[src/rtl/wcta_pkg.sv]
// ----------------------------------------------------------------------------
// wcta_pkg
// Shared types and codes of the wall column texel address generator.
// ----------------------------------------------------------------------------
package wcta_pkg;

	localparam logic FUNC_SETUP = 1'b0;
	localparam logic FUNC_PIXEL = 1'b1;

	localparam logic [2:0] REG_TEX_WIDTH       = 3'd0;
	localparam logic [2:0] REG_TEX_HEIGHT      = 3'd1;
	localparam logic [2:0] REG_SCREEN_HEIGHT   = 3'd2;
	localparam logic [2:0] REG_ROW_PITCH       = 3'd3;
	localparam logic [2:0] REG_BYTES_PER_PIXEL = 3'd4;

	localparam logic [10:0] RST_TEX_WIDTH       = 11'd64;
	localparam logic [10:0] RST_TEX_HEIGHT      = 11'd64;
	localparam logic [11:0] RST_SCREEN_HEIGHT   = 12'd480;
	localparam logic [15:0] RST_ROW_PITCH       = 16'd256;
	localparam logic [3:0]  RST_BYTES_PER_PIXEL = 4'd4;

	localparam int QDEPTH = 2;

	typedef struct packed {
		logic [10:0] tex_width;
		logic [10:0] tex_height;
		logic [11:0] screen_height;
		logic [15:0] row_pitch;
		logic [3:0]  bytes_per_pixel;
	} cfg_t;

	typedef struct packed {
		logic               func;
		logic               mirror;
		logic [23:0]        base;
		logic [23:0]        hit_dist;
		logic signed [17:0] dir;
		logic [15:0]        wall_height;
		logic [11:0]        draw_start;
		logic [11:0]        draw_end;
		logic [11:0]        column_x;
	} item_t;

	typedef enum logic [3:0] {
		ST_IDLE,
		ST_PROD,
		ST_COL,
		ST_DIV,
		ST_START,
		ST_SMOD,
		ST_FIX_ACC,
		ST_FIX_COL,
		ST_STEP_MOD
	} state_t;

endpackage

[src/rtl/wcta_front.sv]
// ----------------------------------------------------------------------------
// wcta_front
// Classifies an incoming beat: picks the hit axis, facing and wall height.
// ----------------------------------------------------------------------------
module wcta_front (
	input  logic               func,
	input  logic               side,
	input  logic [23:0]        pos_x,
	input  logic [23:0]        pos_y,
	input  logic [23:0]        perp_dist,
	input  logic signed [17:0] ray_dir_x,
	input  logic signed [17:0] ray_dir_y,
	input  logic [15:0]        wall_height,
	input  logic [11:0]        draw_start,
	input  logic [11:0]        draw_end,
	input  logic [11:0]        column_x,
	output wcta_pkg::item_t    item
);

	always_comb begin
		item.func        = func;
		item.mirror      = side ? ray_dir_y[17] : (!ray_dir_x[17] && (ray_dir_x != 18'sd0));
		item.base        = side ? pos_x : pos_y;
		item.dir         = side ? ray_dir_x : ray_dir_y;
		item.hit_dist    = perp_dist;
		item.wall_height = (wall_height == 16'd0) ? 16'd1 : wall_height;
		item.draw_start  = draw_start;
		item.draw_end    = draw_end;
		item.column_x    = column_x;
	end

endmodule

[src/rtl/wcta_queue.sv]
// ----------------------------------------------------------------------------
// wcta_queue
// Short queue of classified beats between front and back.
// ----------------------------------------------------------------------------
module wcta_queue (
	input  logic            clk,
	input  logic            arst_n,
	input  logic            wr_en,
	input  wcta_pkg::item_t wr_item,
	output logic            full,
	input  logic            rd_en,
	output wcta_pkg::item_t rd_item,
	output logic            rd_valid
);

	localparam int AW = (wcta_pkg::QDEPTH > 1) ? $clog2(wcta_pkg::QDEPTH) : 1;
	localparam int CW = $clog2(wcta_pkg::QDEPTH + 1);

	wcta_pkg::item_t mem_q [wcta_pkg::QDEPTH];
	logic [AW-1:0]   wr_ptr_q, rd_ptr_q;
	logic [CW-1:0]   count_q;

	assign full     = (count_q == CW'(wcta_pkg::QDEPTH));
	assign rd_valid = (count_q != '0);
	assign rd_item  = mem_q[rd_ptr_q];

	always_ff @(posedge clk or negedge arst_n) begin
		if (!arst_n) begin
			wr_ptr_q <= '0;
			rd_ptr_q <= '0;
			count_q  <= '0;
		end else begin
			if (wr_en) begin
				wr_ptr_q <= (wr_ptr_q == AW'(wcta_pkg::QDEPTH - 1)) ? '0 : wr_ptr_q + 1'b1;
			end
			if (rd_en) begin
				rd_ptr_q <= (rd_ptr_q == AW'(wcta_pkg::QDEPTH - 1)) ? '0 : rd_ptr_q + 1'b1;
			end
			if (wr_en && !rd_en) begin
				count_q <= count_q + 1'b1;
			end else if (rd_en && !wr_en) begin
				count_q <= count_q - 1'b1;
			end
		end
	end

	always_ff @(posedge clk) begin
		if (wr_en) begin
			mem_q[wr_ptr_q] <= wr_item;
		end
	end

endmodule

[src/rtl/wcta_div.sv]
// ----------------------------------------------------------------------------
// wcta_div
// Restoring divider, one quotient bit per cycle; gives quotient and remainder.
// ----------------------------------------------------------------------------
module wcta_div #(
	parameter int DW = 43
) (
	input  logic          clk,
	input  logic          arst_n,
	input  logic          start,
	input  logic [DW-1:0] dividend,
	input  logic [DW-1:0] divisor,
	output logic          busy,
	output logic          done,
	output logic [DW-1:0] quo,
	output logic [DW-1:0] rem
);

	localparam int CW = $clog2(DW + 1);

	logic [DW-1:0] dvd_q, dvs_q, rem_q;
	logic [CW-1:0] cnt_q;
	logic          busy_q, done_q;
	logic [DW:0]   trial;
	logic [DW-1:0] rem_shift;

	assign rem_shift = {rem_q[DW-2:0], dvd_q[DW-1]};
	assign trial     = {rem_q, dvd_q[DW-1]} - {1'b0, dvs_q};
	assign busy      = busy_q;
	assign done      = done_q;
	assign quo       = dvd_q;
	assign rem       = rem_q;

	always_ff @(posedge clk or negedge arst_n) begin
		if (!arst_n) begin
			busy_q <= 1'b0;
			done_q <= 1'b0;
			cnt_q  <= '0;
		end else begin
			done_q <= 1'b0;
			if (start) begin
				busy_q <= 1'b1;
				cnt_q  <= CW'(DW);
			end else if (busy_q) begin
				cnt_q <= cnt_q - 1'b1;
				if (cnt_q == CW'(1)) begin
					busy_q <= 1'b0;
					done_q <= 1'b1;
				end
			end
		end
	end

	always_ff @(posedge clk) begin
		if (start) begin
			dvd_q <= dividend;
			dvs_q <= divisor;
			rem_q <= '0;
		end else if (busy_q) begin
			if (!trial[DW]) begin
				rem_q <= trial[DW-1:0];
				dvd_q <= {dvd_q[DW-2:0], 1'b1};
			end else begin
				rem_q <= rem_shift;
				dvd_q <= {dvd_q[DW-2:0], 1'b0};
			end
		end
	end

endmodule

[src/rtl/wcta_back.sv]
// ----------------------------------------------------------------------------
// wcta_back
// Executes queued beats: column setup sequence and per-pixel texel offsets.
// ----------------------------------------------------------------------------
module wcta_back #(
	parameter int FRAC_BITS   = 16,
	parameter int TEX_DIM_MAX = 1024
) (
	input  logic            clk,
	input  logic            arst_n,
	input  wcta_pkg::cfg_t  cfg,
	input  wcta_pkg::item_t head,
	input  logic            head_valid,
	output logic            head_pop,
	input  logic            pop,
	output logic            empty,
	output logic [11:0]     out_column,
	output logic [11:0]     out_row,
	output logic [25:0]     texel_offset,
	output logic            last
);

	localparam int F  = FRAC_BITS;
	localparam int WW = $clog2(TEX_DIM_MAX + 1);
	localparam int RW = $clog2(TEX_DIM_MAX);
	localparam int SW = WW + F;
	localparam int DW = SW + 16;
	localparam int FW = 2 * F;
	localparam int XW = FW + 43;
	localparam int OW = (RW + 17 > 26) ? RW + 17 : 26;

	wcta_pkg::state_t state_q, state_d;

	logic [WW-1:0] w, h;
	logic [SW-1:0] wrap;

	logic [RW-1:0] col_q, colm_q;
	logic [WW-1:0] colw_q;
	logic [SW-1:0] step_q, acc_q;
	logic [11:0]   cur_row_q, end_row_q, cur_col_q;
	logic          active_q;
	logic [FW-1:0] frac_q;

	logic          out_valid_q, out_last_q;
	logic [11:0]   out_col_q, out_row_q;
	logic [25:0]   out_off_q;

	logic          div_start, div_busy, div_done;
	logic [DW-1:0] div_dvd, div_dvs, div_quo, div_rem;

	logic          emit, frac_ld, col_ld, col_rem_ld, step_ld;
	logic          acc_fast_ld, acc_rem_ld, acc_clr, fin_ld;

	logic [RW-1:0]        row;
	logic [RW+15:0]       row_bytes;
	logic [RW+3:0]        col_bytes;
	logic [OW-1:0]        off_full;
	logic                 acc_ok, col_ok, step_small, pix_last, out_free, tall;
	logic [SW:0]          step_sum;
	logic [SW-1:0]        acc_next;
	logic [12:0]          row_inc;
	logic signed [42:0]   prod;
	logic [XW-1:0]        frac_sum;
	logic [FW+WW-1:0]     col_prod;
	logic [WW-1:0]        tx, tx_c, tx_m;
	logic [15:0]          wh_excess;
	logic [DW-1:0]        start_prod;

	always_comb begin
		if (cfg.tex_width == 11'd0) begin
			w = WW'(1);
		end else if (32'(cfg.tex_width) > TEX_DIM_MAX) begin
			w = WW'(TEX_DIM_MAX);
		end else begin
			w = WW'(cfg.tex_width);
		end
		if (cfg.tex_height == 11'd0) begin
			h = WW'(1);
		end else if (32'(cfg.tex_height) > TEX_DIM_MAX) begin
			h = WW'(TEX_DIM_MAX);
		end else begin
			h = WW'(cfg.tex_height);
		end
	end

	assign wrap = {h, {F{1'b0}}};

	assign row        = acc_q[F+RW-1:F];
	assign row_bytes  = row * cfg.row_pitch;
	assign col_bytes  = colm_q * cfg.bytes_per_pixel;
	assign off_full   = OW'(row_bytes) + OW'(col_bytes);
	assign acc_ok     = acc_q < wrap;
	assign col_ok     = colw_q == w;
	assign step_small = step_q <= wrap;
	assign step_sum   = {1'b0, acc_q} + {1'b0, step_q};
	assign acc_next   = (step_sum >= {1'b0, wrap}) ? SW'(step_sum - {1'b0, wrap})
	                                               : step_sum[SW-1:0];
	assign row_inc    = {1'b0, cur_row_q} + 13'd1;
	assign pix_last   = row_inc >= {1'b0, end_row_q};
	assign out_free   = !out_valid_q || pop;

	assign prod     = $signed({1'b0, head.hit_dist}) * head.dir;
	assign frac_sum = XW'({head.base, {F{1'b0}}}) + {{(XW-43){prod[42]}}, prod};
	assign col_prod = frac_q * w;
	assign tx       = col_prod[FW+WW-1:FW];
	assign tx_c     = (tx >= w) ? w - 1'b1 : tx;
	assign tx_m     = head.mirror ? w - 1'b1 - tx_c : tx_c;

	assign tall       = head.wall_height > {4'd0, cfg.screen_height};
	assign wh_excess  = head.wall_height - {4'd0, cfg.screen_height};
	assign start_prod = wh_excess * step_q;

	wcta_div #(
		.DW(DW)
	) u_div (
		.clk     (clk),
		.arst_n  (arst_n),
		.start   (div_start),
		.dividend(div_dvd),
		.divisor (div_dvs),
		.busy    (div_busy),
		.done    (div_done),
		.quo     (div_quo),
		.rem     (div_rem)
	);

	always_ff @(posedge clk or negedge arst_n) begin
		if (!arst_n) begin
			state_q <= wcta_pkg::ST_IDLE;
		end else begin
			state_q <= state_d;
		end
	end

	always_comb begin
		state_d     = state_q;
		div_start   = 1'b0;
		div_dvd     = '0;
		div_dvs     = '0;
		head_pop    = 1'b0;
		emit        = 1'b0;
		frac_ld     = 1'b0;
		col_ld      = 1'b0;
		col_rem_ld  = 1'b0;
		step_ld     = 1'b0;
		acc_fast_ld = 1'b0;
		acc_rem_ld  = 1'b0;
		acc_clr     = 1'b0;
		fin_ld      = 1'b0;
		case (state_q)
			wcta_pkg::ST_IDLE: begin
				if (head_valid) begin
					if (head.func == wcta_pkg::FUNC_SETUP) begin
						state_d = wcta_pkg::ST_PROD;
					end else if (!active_q) begin
						head_pop = 1'b1;
					end else if (!acc_ok) begin
						div_start = 1'b1;
						div_dvd   = DW'(acc_q);
						div_dvs   = DW'(wrap);
						state_d   = wcta_pkg::ST_FIX_ACC;
					end else if (!col_ok) begin
						div_start = 1'b1;
						div_dvd   = DW'(col_q);
						div_dvs   = DW'(w);
						state_d   = wcta_pkg::ST_FIX_COL;
					end else if (out_free) begin
						emit = 1'b1;
						if (step_small) begin
							acc_fast_ld = 1'b1;
							head_pop    = 1'b1;
						end else begin
							div_start = 1'b1;
							div_dvd   = DW'(step_sum);
							div_dvs   = DW'(wrap);
							state_d   = wcta_pkg::ST_STEP_MOD;
						end
					end
				end
			end
			wcta_pkg::ST_PROD: begin
				frac_ld = 1'b1;
				state_d = wcta_pkg::ST_COL;
			end
			wcta_pkg::ST_COL: begin
				col_ld    = 1'b1;
				div_start = 1'b1;
				div_dvd   = DW'(wrap);
				div_dvs   = DW'(head.wall_height);
				state_d   = wcta_pkg::ST_DIV;
			end
			wcta_pkg::ST_DIV: begin
				if (div_done) begin
					step_ld = 1'b1;
					if (tall) begin
						state_d = wcta_pkg::ST_START;
					end else begin
						acc_clr  = 1'b1;
						fin_ld   = 1'b1;
						head_pop = 1'b1;
						state_d  = wcta_pkg::ST_IDLE;
					end
				end
			end
			wcta_pkg::ST_START: begin
				div_start = 1'b1;
				div_dvd   = start_prod >> 1;
				div_dvs   = DW'(wrap);
				state_d   = wcta_pkg::ST_SMOD;
			end
			wcta_pkg::ST_SMOD: begin
				if (div_done) begin
					acc_rem_ld = 1'b1;
					fin_ld     = 1'b1;
					head_pop   = 1'b1;
					state_d    = wcta_pkg::ST_IDLE;
				end
			end
			wcta_pkg::ST_FIX_ACC: begin
				if (div_done) begin
					acc_rem_ld = 1'b1;
					state_d    = wcta_pkg::ST_IDLE;
				end
			end
			wcta_pkg::ST_FIX_COL: begin
				if (div_done) begin
					col_rem_ld = 1'b1;
					state_d    = wcta_pkg::ST_IDLE;
				end
			end
			wcta_pkg::ST_STEP_MOD: begin
				if (div_done) begin
					acc_rem_ld = 1'b1;
					head_pop   = 1'b1;
					state_d    = wcta_pkg::ST_IDLE;
				end
			end
			default: begin
				state_d = wcta_pkg::ST_IDLE;
			end
		endcase
	end

	always_ff @(posedge clk or negedge arst_n) begin
		if (!arst_n) begin
			col_q       <= '0;
			colm_q      <= '0;
			colw_q      <= '0;
			step_q      <= '0;
			acc_q       <= '0;
			cur_row_q   <= '0;
			end_row_q   <= '0;
			cur_col_q   <= '0;
			active_q    <= 1'b0;
			out_valid_q <= 1'b0;
		end else begin
			if (col_ld) begin
				col_q  <= tx_m[RW-1:0];
				colm_q <= tx_m[RW-1:0];
				colw_q <= w;
			end else if (col_rem_ld) begin
				colm_q <= div_rem[RW-1:0];
				colw_q <= w;
			end
			if (step_ld) begin
				step_q <= div_quo[SW-1:0];
			end
			if (acc_clr) begin
				acc_q <= '0;
			end else if (acc_rem_ld) begin
				acc_q <= div_rem[SW-1:0];
			end else if (acc_fast_ld) begin
				acc_q <= acc_next;
			end
			if (fin_ld) begin
				cur_row_q <= head.draw_start;
				end_row_q <= head.draw_end;
				cur_col_q <= head.column_x;
				active_q  <= head.draw_start < head.draw_end;
			end else if (emit) begin
				cur_row_q <= row_inc[11:0];
				if (pix_last) begin
					active_q <= 1'b0;
				end
			end
			if (emit) begin
				out_valid_q <= 1'b1;
			end else if (pop) begin
				out_valid_q <= 1'b0;
			end
		end
	end

	always_ff @(posedge clk) begin
		if (frac_ld) begin
			frac_q <= frac_sum[FW-1:0];
		end
		if (emit) begin
			out_col_q  <= cur_col_q;
			out_row_q  <= cur_row_q;
			out_off_q  <= off_full[25:0];
			out_last_q <= pix_last;
		end
	end

	assign empty        = !out_valid_q;
	assign out_column   = out_col_q;
	assign out_row      = out_row_q;
	assign texel_offset = out_off_q;
	assign last         = out_last_q;

	a_div_idle: assert property (@(posedge clk) disable iff (!arst_n)
		div_start |-> !div_busy)
		else $error("divider started while busy");

	a_last_clears: assert property (@(posedge clk) disable iff (!arst_n)
		(emit && pix_last && !fin_ld) |=> !active_q)
		else $error("column still active after last pixel");

	a_fix_acc: assert property (@(posedge clk) disable iff (!arst_n)
		(state_q == wcta_pkg::ST_FIX_ACC && div_done) |=> (acc_q < $past(wrap)))
		else $error("row accumulator not reduced");

endmodule

[src/rtl/wall_column_texel_address_gen.sv]
// ----------------------------------------------------------------------------
// wall_column_texel_address_gen
// Texture addressing for one ray-cast wall column: setup beats load the
// column, pixel beats of an active column return one texel byte offset each.
//
//   channel   direction  handshake               payload
//   input     in         push / full             func .. column_x
//   result    out        empty / pop             out_column .. last
//   config    in/out     psel penable pwrite     paddr pwdata prdata
//
// Pixel beats: one per clock once a column is loaded, while the result side
// takes them and no divide pass is needed; a result stall backs up the queue.
// Setup beats: one pass of the serial divider for the texture step, and a second
// pass for the start offset of walls taller than the screen.
// A pixel after a texture size change may take up to three extra divide passes.
// Reset: asynchronous, clears queue, column state and registers to defaults.
// ----------------------------------------------------------------------------
module wall_column_texel_address_gen #(
	parameter int FRAC_BITS   = 16,
	parameter int TEX_DIM_MAX = 1024
) (
	input  logic               clk,
	input  logic               arst_n,
	input  logic               push,
	output logic               full,
	input  logic               func,
	input  logic               side,
	input  logic [23:0]        pos_x,
	input  logic [23:0]        pos_y,
	input  logic [23:0]        perp_dist,
	input  logic signed [17:0] ray_dir_x,
	input  logic signed [17:0] ray_dir_y,
	input  logic [1:0]         view_dir_signs,
	input  logic [15:0]        wall_height,
	input  logic [11:0]        draw_start,
	input  logic [11:0]        draw_end,
	input  logic [11:0]        column_x,
	output logic               empty,
	input  logic               pop,
	output logic [11:0]        out_column,
	output logic [11:0]        out_row,
	output logic [25:0]        texel_offset,
	output logic               last,
	input  logic               psel,
	input  logic               penable,
	input  logic               pwrite,
	input  logic [4:0]         paddr,
	input  logic [31:0]        pwdata,
	output logic [31:0]        prdata,
	output logic               pready
);

	wcta_pkg::cfg_t  cfg_q;
	wcta_pkg::item_t in_item, head_item;
	logic            head_valid, head_pop, q_full, cfg_wr;
	logic [2:0]      reg_idx;

	assign pready  = 1'b1;
	assign reg_idx = paddr[4:2];
	assign cfg_wr  = psel && penable && pwrite;
	assign full    = q_full;

	always_ff @(posedge clk or negedge arst_n) begin
		if (!arst_n) begin
			cfg_q.tex_width       <= wcta_pkg::RST_TEX_WIDTH;
			cfg_q.tex_height      <= wcta_pkg::RST_TEX_HEIGHT;
			cfg_q.screen_height   <= wcta_pkg::RST_SCREEN_HEIGHT;
			cfg_q.row_pitch       <= wcta_pkg::RST_ROW_PITCH;
			cfg_q.bytes_per_pixel <= wcta_pkg::RST_BYTES_PER_PIXEL;
		end else if (cfg_wr) begin
			case (reg_idx)
				wcta_pkg::REG_TEX_WIDTH:       cfg_q.tex_width       <= pwdata[10:0];
				wcta_pkg::REG_TEX_HEIGHT:      cfg_q.tex_height      <= pwdata[10:0];
				wcta_pkg::REG_SCREEN_HEIGHT:   cfg_q.screen_height   <= pwdata[11:0];
				wcta_pkg::REG_ROW_PITCH:       cfg_q.row_pitch       <= pwdata[15:0];
				wcta_pkg::REG_BYTES_PER_PIXEL: cfg_q.bytes_per_pixel <= pwdata[3:0];
				default: begin
				end
			endcase
		end
	end

	always_comb begin
		case (reg_idx)
			wcta_pkg::REG_TEX_WIDTH:       prdata = 32'(cfg_q.tex_width);
			wcta_pkg::REG_TEX_HEIGHT:      prdata = 32'(cfg_q.tex_height);
			wcta_pkg::REG_SCREEN_HEIGHT:   prdata = 32'(cfg_q.screen_height);
			wcta_pkg::REG_ROW_PITCH:       prdata = 32'(cfg_q.row_pitch);
			wcta_pkg::REG_BYTES_PER_PIXEL: prdata = 32'(cfg_q.bytes_per_pixel);
			default:                       prdata = '0;
		endcase
	end

	wcta_front u_front (
		.func       (func),
		.side       (side),
		.pos_x      (pos_x),
		.pos_y      (pos_y),
		.perp_dist  (perp_dist),
		.ray_dir_x  (ray_dir_x),
		.ray_dir_y  (ray_dir_y),
		.wall_height(wall_height),
		.draw_start (draw_start),
		.draw_end   (draw_end),
		.column_x   (column_x),
		.item       (in_item)
	);

	wcta_queue u_queue (
		.clk     (clk),
		.arst_n  (arst_n),
		.wr_en   (push && !q_full),
		.wr_item (in_item),
		.full    (q_full),
		.rd_en   (head_pop),
		.rd_item (head_item),
		.rd_valid(head_valid)
	);

	wcta_back #(
		.FRAC_BITS  (FRAC_BITS),
		.TEX_DIM_MAX(TEX_DIM_MAX)
	) u_back (
		.clk         (clk),
		.arst_n      (arst_n),
		.cfg         (cfg_q),
		.head        (head_item),
		.head_valid  (head_valid),
		.head_pop    (head_pop),
		.pop         (pop && !empty),
		.empty       (empty),
		.out_column  (out_column),
		.out_row     (out_row),
		.texel_offset(texel_offset),
		.last        (last)
	);

endmodule

[config.mk]
export PLATFORM = sky130hd
export DESIGN_NAME = wall_column_texel_address_gen
export DESIGN_NICKNAME = d
export VERILOG_FILES = /design/src/rtl/wcta_pkg.sv /design/src/rtl/wcta_front.sv /design/src/rtl/wcta_queue.sv /design/src/rtl/wcta_div.sv /design/src/rtl/wcta_back.sv /design/src/rtl/wall_column_texel_address_gen.sv
export SDC_FILE = /design/constraint.sdc
export NUM_CORES = 2
export LEC_CHECK = 0
export BUFFER_PORTS_ARGS = -buffer_cell sky130_fd_sc_hd__buf_4
export CORE_MARGIN = 2
export CORE_UTILIZATION = 50
export CTS_CLUSTER_SIZE = 20
export DETAILED_ROUTE_END_ITERATION = 10
export GPL_TIMING_DRIVEN = 0
export MAX_ROUTING_LAYER = met4
export PLACE_DENSITY = 0.67
export SKIP_LAST_GASP = 1
export SLEW_MARGIN = 20
export SYNTH_ARGS = -nofsm -noshare
export SYNTH_HDL_FRONTEND = slang
export SYNTH_SLANG_ARGS = --single-unit
[constraint.sdc]
create_clock -name clk -period 13.95 [get_ports clk]
set_input_delay 1.395 -clock clk [delete_from_list [all_inputs] [get_ports clk]]
set_output_delay 1.395 -clock clk [all_outputs]
set_load 0.02 [all_outputs]
==> Word-level counts from Yosys, hierarchy flattened <==
Memories as Yosys holds them, arrays and structs flattened.
Cells that the tools add are included.
{ "classes": {"n_eq_ne": 21, "order_cmp": 9, "bitwise": 0, "add_sub_neg": 14, "div_mod_pow": 0, "shift": 0, "mul": 5, "n_mux": 108, "n_reduce_logical": 38} }
{ "op_table": {"columns": ["op", "count"], "rows": [
  ["2-to-1 mux 43 bit", 15],
  ["one-hot mux 43 bit (3 select lines)", 2],
  ["2-to-1 mux 27 bit", 5],
  ["one-hot mux 16 bit (5 select lines)", 1],
  ["2-to-1 mux 11 bit", 6],
  ["2-to-1 mux 1 bit", 51],
  ["subtractor 44 x 43 -> 44 bit", 1],
  ["multiplier 16 x 27 -> 43 bit", 1],
  ["multiplier 32 x 11 -> 43 bit", 1],
  ["2-to-1 mux 10 bit", 4],
  ["2-to-1 mux 4 bit", 9],
  ["adder 32 bit", 1],
  ["multiplier 25 x 18 -> 32 bit", 1],
  ["adder 27 x 27 -> 28 bit", 1],
  ["greater-or-equal comparator 28 x 27 -> 1 bit", 1],
  ["2-to-1 mux 28 bit", 1],
  ["less-or-equal comparator 27 bit", 1],
  ["< comparator 27 bit", 1],
  ["subtractor 27 bit", 1],
  ["adder 26 x 14 -> 26 bit", 1],
  ["multiplier 10 x 16 -> 26 bit", 1],
  ["2-to-1 mux 12 bit", 2],
  ["2-to-1 mux 24 bit", 1],
  ["one-hot mux 4 bit (6 select lines)", 1],
  ["other kinds (50)", 85]
]} }
{ "word_totals": {"reg_bits": 405, "in_bits": 208, "output_inout_bits": 86, "latch_bits": 0, "n_memories": 1, "ram_bits": 240, "mem_bits_ro": 0, "word_cells": 226} }
{ "mem_list": {"columns": ["memory", "words", "word_bits", "rd", "rd_clocked_by_memory_dff", "wr", "line_no", "source"], "rows": [
  ["u_queue.mem_q", 2, 120, 1, 0, 1, "wcta_queue.sv:19", "wcta_pkg::item_t mem_q [wcta_pkg::QDEPTH];"]
]} }

==> Depth between registers and ports, before layout <==
{ "depth": {"word_depth": 15, "mapped_depth": 49, "depth_no_buf": 44} }

==> Modules after synthesis <==
A second synthesis with hierarchy kept.
{ "hier_totals": {"hier_cells": 7860, "hier_area_um2": 77491.8} }
{ "modules_own_cells": {"columns": ["mod", "cells_each", "area_per_inst_um2", "n_inst", "seq_area_each_um2"], "rows": [
  ["wcta_back", 6329, 56554.2, 1, 5670.4],
  ["wcta_queue", 389, 8871.0, 1, 7307.0],
  ["wcta_div", 816, 8261.7, 1, 3643.5],
  ["wall_column_texel_address_gen", 189, 2700.1, 1, 1361.3],
  ["wcta_front", 137, 1104.8, 1, 0.0]
]} }

==> Worst setup path after synthesis <==
No wires, ideal clock.
{ "synth_timing": {"path_kind": "register -> register", "from": "register u_queue.rd_ptr_q", "to": "register u_back.u_div.dvd_q[41] (netlist: u_back.u_div.quo[41]), data pin", "n_path_buf": 7, "t_arrival_ps": 10480, "slack_ps": 3204, "t_required_ps": 13683, "stages_incl_launch_ff": 43, "period_less_slack_ps": 10746, "setup_time_ps": 267, "path_cell_list": "dfrtp_1 -> buf_2 -> buf_1 -> clkbuf_1 -> clkbuf_1 -> buf_1 -> mux2_2 -> ha_1 -> nor2b_1 -> o21ai_0 -> a21boi_0 -> o21ai_0 -> a21boi_0 -> o21ai_0 -> a21boi_0 -> o21a_1 -> nor2_1 -> o21bai_1 -> [7 not listed] -> fa_1 -> fa_1 -> fa_1 -> inv_1 -> fa_1 -> ha_1 -> a21o_1 -> a21o_1 -> a21o_1 -> a21o_1 -> a21oi_1 -> o21ai_0 -> a221oi_1 -> a21boi_0 -> or3b_2 -> a31o_2 -> xnor2_1 -> o21ai_0"} }
{ "synth_between": {"elab_chain_cells": 5, "word_cells_on_any_way": 10, "cone_classes": "1 x add/sub; 1 x mul; 7 x mux; 1 x memory"} }
{ "synth_rtl": {"columns": ["element", "line_no", "source"], "rows": [
  ["start: declaration", "wcta_queue.sv:20", "logic [AW-1:0] wr_ptr_q, rd_ptr_q;"],
  ["start signal: assignment", "wcta_queue.sv:37", "rd_ptr_q <= (rd_ptr_q == AW'(wcta_pkg::QDEPTH - 1)) ? '0 : rd_ptr_q + 1'b1;"],
  ["memory read (2 x 120 bit) *", null, null],
  ["subtractor 16 x 12 -> 16 bit (tied with other cells)", "wcta_back.sv:110", "assign wh_excess = head.wall_height - {4'd0, cfg.screen_height};"],
  ["multiplier 16 x 27 -> 43 bit (tied with other cells)", "wcta_back.sv:111", "assign start_prod = wh_excess * step_q;"],
  ["one-hot mux 43 bit (3 select lines) or one-hot mux 1 bit (2 select lines) (tied branches)", "wcta_back.sv:150", "case (state_q)"],
  ["2-to-1 mux 43 bit *", "wcta_div.sv:55", "if (start) begin"],
  ["end signal: assignment", "wcta_div.sv:56", "dvd_q <= dividend;"],
  ["end signal: assignment", "wcta_div.sv:62", "dvd_q <= {dvd_q[DW-2:0], 1'b1};"],
  ["end signal: assignment", "wcta_div.sv:65", "dvd_q <= {dvd_q[DW-2:0], 1'b0};"],
  ["end: declaration", "wcta_div.sv:21", "logic [DW-1:0] dvd_q, dvs_q, rem_q;"]
]} }
Every way passes the cells marked *; elsewhere a longest branch is shown, timed or not.
A chain may end at the register's enable or synchronous reset.

==> Worst setup path in the final report <==
Ends and elaborated chain as after synthesis.

==> out/summary.json <==
{
  "logic_synthesis": {
    "seq_area_frac_synth_pct": 23.0,
    "post_synth.cell_area_avg_sq_um": 9.66,
    "async_reset_ff_share_pct": 31.5,
    "netlist_area_sq_um": 73900,
    "synth.ff_latch_count": 613,
    "synth_edf_count": 377,
    "synth_ff_type": "sky130_fd_sc_hd__edfxtp_1",
    "ys_warn_count": 0,
    "synth_cells": 7647,
    "number_of_distinct_library_cell_variants_in_the_gate_level_netlist_after_synthesis": 94
  },
  "cts": {
    "clkSlewWorstSetupHoldPaths_ns": 0.06,
    "clock_sinks": 613,
    "clkLatencyLatePin_ns": 0.69,
    "clk_root_buffer_cell": "sky130_fd_sc_hd__clkbuf_16",
    "cts_tree": "done",
    "tritoncts.num_buffers": 72,
    "htree_num_levels": 3,
    "cts_buffer_depth": 3
  },
  "layout": {
    "most-common-layout-cells": "sky130_fd_sc_hd__inv_1, sky130_fd_sc_hd__nand2_1, sky130_fd_sc_hd__fa_1",
    "layout.cells.most_common": "sky130_fd_sc_hd__inv_1",
    "area_growth_pct": 9.60,
    "multi_input_area_sq_um": 50800,
    "seq_area_sq_um": 17000,
    "final.fill_count": 13200,
    "share_of_final_layout_standard_cells_stronger_than_drive_strength_1_pct": 7.98,
    "nNetsFinal": 9836
  },
  "grt": {
    "grt_pass1_wl_um": 351000,
    "grt_remaining_overflow": 0,
    "initial_antenna_violation_count": 16,
    "grt_start_max_net_pins": 87,
    "grt_usage_pct": 31.6,
    "number_of_global_route_vias_before_repair": 58500
  },
  "routing": {
    "drc": 0,
    "wl_per_cell_um": 22.9,
    "drt-initial-drc-count": 4311,
    "wirelength_um": 228000,
    "vias": 56200,
    "antenna_left": 0,
    "vias_per_cell": 5.63,
    "drt_pass1_iterations": 8
  },
  "die": {
    "floorplan.rows": 141,
    "fp.dieArea_sq_um": 151000,
    "die_x_um": 388,
    "die_y_um": 388,
    "core-area_sq_um": 147000,
    "initial_core_util_pct": 50.2,
    "ioPinCount": 294
  },
  "setup_path": {
    "timing.critical_path.slowest_cell_delay_ns": 0.81,
    "path_common_cell": "sky130_fd_sc_hd__fa_1",
    "ff2ff_path_depth": 41,
    "worst_ep_required_time_ns": 14.42,
    "worstSetupStartpointType": "register",
    "worstSetupEndpointType": "register",
    "arrival_time_reported_for_the_critical_path_endpoint_ns": 13.77,
    "worst-path-max-fanout": 17,
    "crit_path_top_delay_cell": "sky130_fd_sc_hd__clkdlybuf4s15_1",
    "worstSetupPathType": "reg2reg"
  },
  "hold_path": {
    "hold-path-cell-count": 0,
    "worst_hold_path_type": "reg2reg"
  },
  "timing": {
    "finalSetupTns_ns": 0,
    "maxClockFrequency_mhz": 75.2,
    "min_setup_slack_post_route_ns": 0.644,
    "rsz_0062_raised_after_global_routing": "false",
    "min_period_over_period_pct": 95.4,
    "report.final.slew_viol_count": 0,
    "timing.slew.headroom_pct": 22.4,
    "min_period_ns": 13.31,
    "timing.final.setup_violations": 0,
    "clock_skew_ns": 0.0403,
    "worst-slew-pin-transition_ns": 1.13,
    "final-hold-violation-count": 0
  },
  "run_status": {
    "outcome": "complete, no violations"
  },
  "placement": {
    "portBuffers": 238,
    "place.detailed.hpwl_um": 188000,
    "gp_congestion": 1.02,
    "dp_worst_setup_slack_ns": -0.488
  },
  "job": {
    "max_cap_viols": 0
  }
}
==> critical path, delay by kind of cell (launching register included) <==
kind                     cells  cell delay [ns]
AO/OA/AOI/OAI               19             3.90
XOR/XNOR                     1             0.12
adder cells (fa/ha/maj)      8             3.52
buffers and inverters        8             3.50
flip-flops                   1             0.31
multiplexers                 2             0.80
AND/OR/NAND/NOR              3             0.91
==> cells by family (layout without fill, tap and decap cells) <==
logic type,Yosys count,in the layout,share of synthesized area [%]
compound gates,896,896,7.79
xor+xnor,242,242,2.87
fa+ha+maj,1636,1636,38.8
buf+inv,1648,2036,8.50
flops,613,613,23.0
mux,309,309,4.58
other cells,2,25,0.0102
simple gates,2301,2301,14.4
==> worst paths after layout <==
check                                                 from                               to  slack (ns)
max                           u_queue.rd_ptr_q$_DFFE_PN0P_   u_back.u_div.quo[41]$_DFFE_PP_        0.64
min                        u_back.cur_col_q[4]$_DFFE_PN0P_   u_back.out_column[4]$_DFFE_PP_        0.45
max reg2reg                   u_queue.rd_ptr_q$_DFFE_PN0P_   u_back.u_div.quo[41]$_DFFE_PP_        0.64
min reg2reg                u_back.cur_col_q[4]$_DFFE_PN0P_   u_back.out_column[4]$_DFFE_PP_        0.45
max in group asynchronous                           arst_n            cfg_q[49]$_DFFE_PN1P_       12.05
min in group asynchronous                           arst_n  u_back.cur_col_q[6]$_DFFE_PN0P_        0.58
==> state kept, by name, indices dropped and copies added, names as in the netlist, 10 cells and up <==
register,cells
u_back.col_q,10
u_back.cur_col_q,12
u_back.cur_row_q,12
u_back.u_div.dvs_q,27
u_back.out_column,12
u_back.end_row_q,12
u_back.colm_q,10
u_back.acc_q,27
u_back.frac_q,32
u_queue.mem_q,224
u_back.out_row,12
u_back.u_div.quo,43
u_back.step_q,27
u_back.texel_offset,26
cfg_q,54
u_back.u_div.rem,43
u_back.colw_q,11
==> timing repair <==
action,CTS,global route
gates cloned,0,0
resized for setup,3,5
endpoints found under the setup margin,12,19
buffers inserted,0,0
hold buffers,0,0
==> metal layers <==
layer  vias to the layer above  wire length (um)  GRT usage, %
met4                         0              9500          11.2
met3                       413             17500          4.99
met2                      2193            110000          51.2
met1                     28600             91600          40.5
met5                         -                 0             -
li1                      25000                 -             -
==> layout make-up <==
type                       count  area share, %
antenna                        8         0.0247
buffer                       409           2.03
clock inverter                32          0.368
sequential                   613           21.0
clock buffer                 100           2.53
tap                         1930           2.98
inverter                    1238           5.74
timing repair buffer         257           2.59
multi-input combinational   5401           62.7
==> per-stage QoR <==
stage / hold slack [ns] / utilization [%] / instances / cell area, sq um
after floorplan: 0.426 / - / 7662 / 74000
after global placement: 0.429 / 53.1 / 9830 / 78200
after detailed placement: 0.435 / 53.4 / 9849 / 78600
after CTS: 0.448 / 55.0 / 9981 / 81000
after global routing: 0.455 / 55.0 / 9986 / 81000
final: 0.449 / 55.0 / 9988 / 81000
==> synth_stat cells (10+ instances only) <==
library cell | count | share of area [%]
sky130_fd_sc_hd__inv_1 | 1235 | 6.3
sky130_fd_sc_hd__nand2_1 | 1184 | 6.0
sky130_fd_sc_hd__fa_1 | 1094 | 30
sky130_fd_sc_hd__ha_1 | 542 | 9.2
sky130_fd_sc_hd__and2_1 | 400 | 3.4
sky130_fd_sc_hd__edfxtp_1 | 377 | 15
sky130_fd_sc_hd__clkbuf_1 | 349 | 1.8
sky130_fd_sc_hd__nor2_1 | 313 | 1.6
sky130_fd_sc_hd__a21oi_1 | 234 | 1.6
sky130_fd_sc_hd__o21ai_0 | 227 | 1.5
sky130_fd_sc_hd__dfrtp_1 | 185 | 6.3
sky130_fd_sc_hd__mux2_2 | 163 | 2.5
sky130_fd_sc_hd__xnor2_1 | 151 | 1.8
sky130_fd_sc_hd__mux2i_1 | 139 | 1.9
sky130_fd_sc_hd__nand2b_1 | 93 | 0.79
sky130_fd_sc_hd__xor2_1 | 91 | 1.1
sky130_fd_sc_hd__a21o_1 | 88 | 0.89
sky130_fd_sc_hd__nand3_1 | 59 | 0.40
sky130_fd_sc_hd__nor2b_1 | 50 | 0.42
sky130_fd_sc_hd__o21a_1 | 49 | 0.50
sky130_fd_sc_hd__nor3_1 | 48 | 0.33
sky130_fd_sc_hd__dfxtp_1 | 43 | 1.2
sky130_fd_sc_hd__a211oi_1 | 39 | 0.40
sky130_fd_sc_hd__and3_1 | 28 | 0.24
sky130_fd_sc_hd__buf_1 | 28 | 0.14
sky130_fd_sc_hd__nand4_1 | 28 | 0.24
sky130_fd_sc_hd__a31oi_1 | 27 | 0.23
sky130_fd_sc_hd__a22oi_1 | 26 | 0.26
sky130_fd_sc_hd__o21bai_1 | 26 | 0.26
sky130_fd_sc_hd__nor4_1 | 25 | 0.21
sky130_fd_sc_hd__buf_4 | 19 | 0.19
sky130_fd_sc_hd__o211ai_1 | 18 | 0.18
sky130_fd_sc_hd__o22ai_1 | 15 | 0.13
sky130_fd_sc_hd__a21boi_0 | 14 | 0.14
sky130_fd_sc_hd__buf_2 | 13 | 0.088
sky130_fd_sc_hd__o31ai_1 | 12 | 0.12
sky130_fd_sc_hd__nor4b_1 | 10 | 0.12
sky130_fd_sc_hd__o31a_1 | 10 | 0.12
sky130_fd_sc_hd__or4_1 | 10 | 0.10
Power is left out: the tool's default activity adds up to more than one toggle a clock period on the data nets, which glitch-free logic cannot reach.
